<file path="src/hdl/msm_div_cell.sv">
`default_nettype none
// One restoring division step: shift in the next dividend bit, subtract the
// divisor if it fits, and hand everything to the next cell.
module msm_div_cell #(
  parameter int DIV_W  = 49,
  parameter int LOW_W  = 49,
  parameter int Q_W    = 49,
  parameter int SIDE_W = 8
) (
  input  wire logic              clk,
  input  wire logic              rst_n,
  input  wire logic              in_valid,
  input  wire logic [DIV_W:0]    in_rem,
  input  wire logic [DIV_W-1:0]  in_div,
  input  wire logic [LOW_W-1:0]  in_low,
  input  wire logic [Q_W-1:0]    in_q,
  input  wire logic [SIDE_W-1:0] in_side,
  output logic                   out_valid,
  output logic      [DIV_W:0]    out_rem,
  output logic      [DIV_W-1:0]  out_div,
  output logic      [LOW_W-1:0]  out_low,
  output logic      [Q_W-1:0]    out_q,
  output logic      [SIDE_W-1:0] out_side
);

  logic [DIV_W:0] shifted;
  logic [DIV_W:0] div_ext;
  logic           ge;

  assign shifted = {in_rem[DIV_W-1:0], in_low[LOW_W-1]};
  assign div_ext = {1'b0, in_div};
  assign ge      = shifted >= div_ext;

  always_ff @(posedge clk) begin
    if (!rst_n) begin
      out_valid <= 1'b0;
    end else begin
      out_valid <= in_valid;
    end
  end

  always_ff @(posedge clk) begin
    out_rem  <= ge ? shifted - div_ext : shifted;
    out_div  <= in_div;
    out_low  <= {in_low[LOW_W-2:0], 1'b0};
    out_q    <= {in_q[Q_W-2:0], ge};
    out_side <= in_side;
  end

endmodule
`default_nettype wire

</file>
<file path="config.mk">
export PLATFORM = sky130hd
export DESIGN_NAME = msm_div_cell
export DESIGN_NICKNAME = d
export VERILOG_FILES = /design/src/hdl/msm_div_cell.sv
export SDC_FILE = /design/constraint.sdc
export NUM_CORES = 1
export LEC_CHECK = 0
export BUFFER_PORTS_ARGS = -buffer_cell sky130_fd_sc_hd__clkbuf_2
export CAP_MARGIN = 25
export CORE_AREA = 2 2 162 164
export DETAILED_ROUTE_END_ITERATION = 8
export DIE_AREA = 0 0 164 166
export GPL_TIMING_DRIVEN = 0
export HOLD_SLACK_MARGIN = 0.06
export PLACE_DENSITY = 0.64
export SLEW_MARGIN = 20
export SYNTH_ARGS = -nofsm -noshare
export SYNTH_HDL_FRONTEND = slang
export SYNTH_SLANG_ARGS = --single-unit
</file>
<file path="constraint.sdc">
create_clock -name clk -period 3.42 [get_ports clk]
set_clock_uncertainty 0.2 [all_clocks]
set_input_delay 0.342 -clock clk [delete_from_list [all_inputs] [get_ports clk]]
set_output_delay 0.342 -clock clk [all_outputs]
set_load 0.01 [all_outputs]
</file>
==> qor.yml <==
status: "finished with violations"
violations: "hold timing"
wl_um: 31900
final_max_slew_viol_count: 0
die-area_um2: 27200
placed_cell_area_um2: 10300
hold_path_class: "input port to flip-flop"
syn_avg_cell_area_um2: 9.72
antenna_found_initial: 1
fin_crit_sh_pct: 97.5
synth_edf_count: 0
clkPwrFrac_pct: 37.2
ys_async_sr_fraction_pct: 0
synth_flop_cell: "dfxtp_1"
switching_share_pct: 28.0
post-route-util_pct: 51.6
synth.distinct_cells: 60
place.gp.congestion: 0.879
syn-num-nets: 1061
hold_viol: 1
clkTransAtPathRegs_ns: 0.06
htreeDepth: 1
floorplan.initialDensity_pct: 30.5
clk_path_buf_depth: 3
wl_per_cell_um: 17.7
netlist_area_um2: 7810
hold_end: "out_rem[0]"
viasPerCell: 4.63
die_w_um: 164
cts-root-buf: "clkbuf_16"
holdPathStages: 3
drt-pass1-iter-count: 5
m1WireLength_um: 12800
wl_met3_um: 2600
dp_cells: 1548
arrival_ns: 3.51
worstSetupEndpointType: "flip-flop"
fin_area_um2: 13200
ioPinCount: 414
wl_met2_um: 15200
fillers: 2322
hold_start: "in_low[48]"
stdcell_count: 1799
top_layer: "met4"
dpl.hpwl_um: 23700
routed-via-count: 8329
layout-drive-gt1-share_pct: 33.5
grt_pass1_vias: 8530
period_minus_slack_ns: 3.33
overflow: 0
synth_seq_cells: 205
startpoint_type: "input port"
required_ns: 3.60
drt_iter0_markers: 403
ant_nets: 0
grt_pass1_wl_um: 47700
max_freq_ghz: 0.300
rows: 59
max_slew_margin_pct: 58.4
cts_tree: "done"
fp.dieH_um: 166
power.internal_mw: 4.80
worst_slew_pin_slew_ns: 0.618
leakagePower_nw: 6.49
fin_setup_tns_ns: 0
cts_sinks: 205
p_per_area_nw_per_um2: 504
grt.total_usage_pct: 22.4
area_delta_synth_final_pct: 69.4
yosysSeqAreaShare_pct: 52.6
ir_worst_vdd_mv: 0.462
grt_max_degree: 14
numCtsBuffers: 23
path_max_fanout: 10
pwr-share-comb_pct: 22.6
core_um2: 25600
port_buffers: 410
p_sw_mw: 1.87
setup_viol: 0
postSynthCellCount: 803
drc_errors: 0
path_class: "input port to flip-flop"
pwr-share-seq_pct: 40.2
whs_ns: -0.143
nets: 1706
drv_cap: 0
yosysWarnings: 0
how the worst max path moves through the flow:
stage	startpoint	end	slack [ns]	depth (start not counted)
detailed placement	in_div[0]	out_rem[44]	-0.80	13
global placement	in_div[0]	out_rem[44]	-0.85	13
finish	in_div[0]	out_rem[22]	0.09	14
global route	in_div[0]	out_rem[22]	-0.003	14
floorplan	in_low[48]	out_rem[1]	0.07	13
CTS	in_div[0]	out_rem[45]	0.004	15
cell usage in the layout (no fill, tap or decap), types with 3 or more instances in the layout:
master,synthesis,layout
and3b_1,3,3
o21a_1,4,4
or3_1,3,3
dfxtp_1,205,205
o21bai_1,10,10
clkbuf_2,2,414
a21o_1,21,21
a31oi_1,5,4
nand2_1,86,86
buf_2,6,7
nand3_1,8,8
nor3_1,10,10
a211oi_1,5,4
o21ai_1,22,23
and2_1,3,3
o211ai_1,6,6
and3_1,3,3
nor4_1,5,5
inv_1,66,66
ha_1,49,49
buf_4,7,11
a21oi_1,65,65
xor2_1,23,23
dlygate4sd3_1,0,204
nand2b_1,3,3
clkbuf_1,13,13
nand4_1,20,20
nor2b_1,5,5
clkbuf_8,0,5
o41ai_1,4,3
nor2_1,30,30
clkbuf_16,0,24
o21ai_0,51,48
xnor2_1,21,21
o2111ai_1,3,3
registers in the layout, indices dropped and copies added, names as in the netlist:
signal / count
out_div: 49
out_low: 48
out_q: 49
out_rem: 50
out_side: 8
out_valid: 1
layer usage:
metal | vias up | GRT usage (%)
met4 | 0 | 8.54
met1 | 3852 | 25.9
met5 | - | 0
li1 | 4067 | -
met3 | 66 | 5.92
met2 | 344 | 39.3
power by group through the flow:
stage,Combinational (mW),Sequential [mW],Clock (mW)
3_5_place_dp,1.27,2.73,0
6_report,1.51,2.68,2.48
3_3_place_gp,1.27,2.72,0
4_1_cts,1.48,2.68,2.54
5_1_grt,1.64,2.70,2.63
2_1_floorplan,0.581,2.85,0
final cells by class:
cell class / count / area [µm²] / area share [%]
timing repair buffer: 621 / 4160 / 31.5
antenna: 1 / 2.50 / 0.0189
clock buffer: 32 / 659 / 4.99
buffer: 27 / 153 / 1.15
inverter: 66 / 248 / 1.87
tap: 335 / 419 / 3.17
multi-input combinational: 504 / 3370 / 25.5
clock inverter: 8 / 103 / 0.776
sequential: 205 / 4100 / 31.0
per-stage QoR:
step | hold WS, ns | power, mW | setup slack, ns
6_report | -0.143 | 6.67 | 0.0871
2_1_floorplan | 0.170 | 3.43 | 0.0659
3_3_place_gp | 0.244 | 3.99 | -0.847
3_5_place_dp | 0.246 | 4.00 | -0.799
5_1_grt | -0.150 | 6.97 | -0.00300
4_1_cts | -0.213 | 6.70 | 0.00373
worst max-delay path, cell delays in order:
cell,delay [ns]
clkbuf_2,0.13
ha_1,0.19
inv_1,0.06
fa_2,0.35
a21o_1,0.18
a221o_1,0.41
a311oi_4,0.43
a211oi_4,0.16
o31ai_4,0.29
o31ai_4,0.13
a21oi_4,0.27
buf_4,0.19
buf_2,0.24
o21ai_0,0.13
synthesized netlist by cell type, drive strengths merged (3+ instances only):
library cell,n,area share [%]
nand4,20,1.6
o211ai,6,0.58
ha,49,7.9
inv,66,3.2
and3,3,0.24
xor2,23,2.6
o21a,4,0.38
o21ai,73,4.7
clkbuf,15,0.75
nor2b,5,0.40
nor4,5,0.40
nand2b,3,0.24
mux2,4,0.58
a21oi,66,4.4
o21bai,10,0.96
o2111ai,3,0.34
o41ai,4,0.45
xnor2,21,2.4
a31oi,5,0.40
a211oi,6,0.64
or3,3,0.24
nor3,10,0.64
nand3,8,0.51
and2,3,0.24
a21boi,3,0.29
nand2,86,4.1
a21o,21,2.0
o31ai,3,0.64
and3b,3,0.34
nor2,30,1.4
buf,13,1.1
dfxtp,205,53
logic make-up (layout without fill, tap and decap cells):
kind of cell / Yosys count / in the layout / share of synthesized area [%]
adder cells (fa/ha/maj): 50 / 50 / 8.11
buffers and inverters: 94 / 754 / 4.98
AND/OR/NAND/NOR: 186 / 186 / 11.2
XOR/XNOR: 44 / 44 / 4.94
AO/OA/AOI/OAI: 219 / 219 / 17.6
flip-flops: 205 / 205 / 52.6
multiplexers: 4 / 4 / 0.577
other: 1 / 2 / 0.0480
timing repair:
action                     4_1_cts  5_1_grt
hold buffers                   202        2
buffers inserted                 2        4
gates resized for setup         10       13
pin swaps                        3        6
cloned                           0        1
setup endpoints to repair       49       27
hold endpoints to repair       204        3
(Power assumes the default switching activity.)
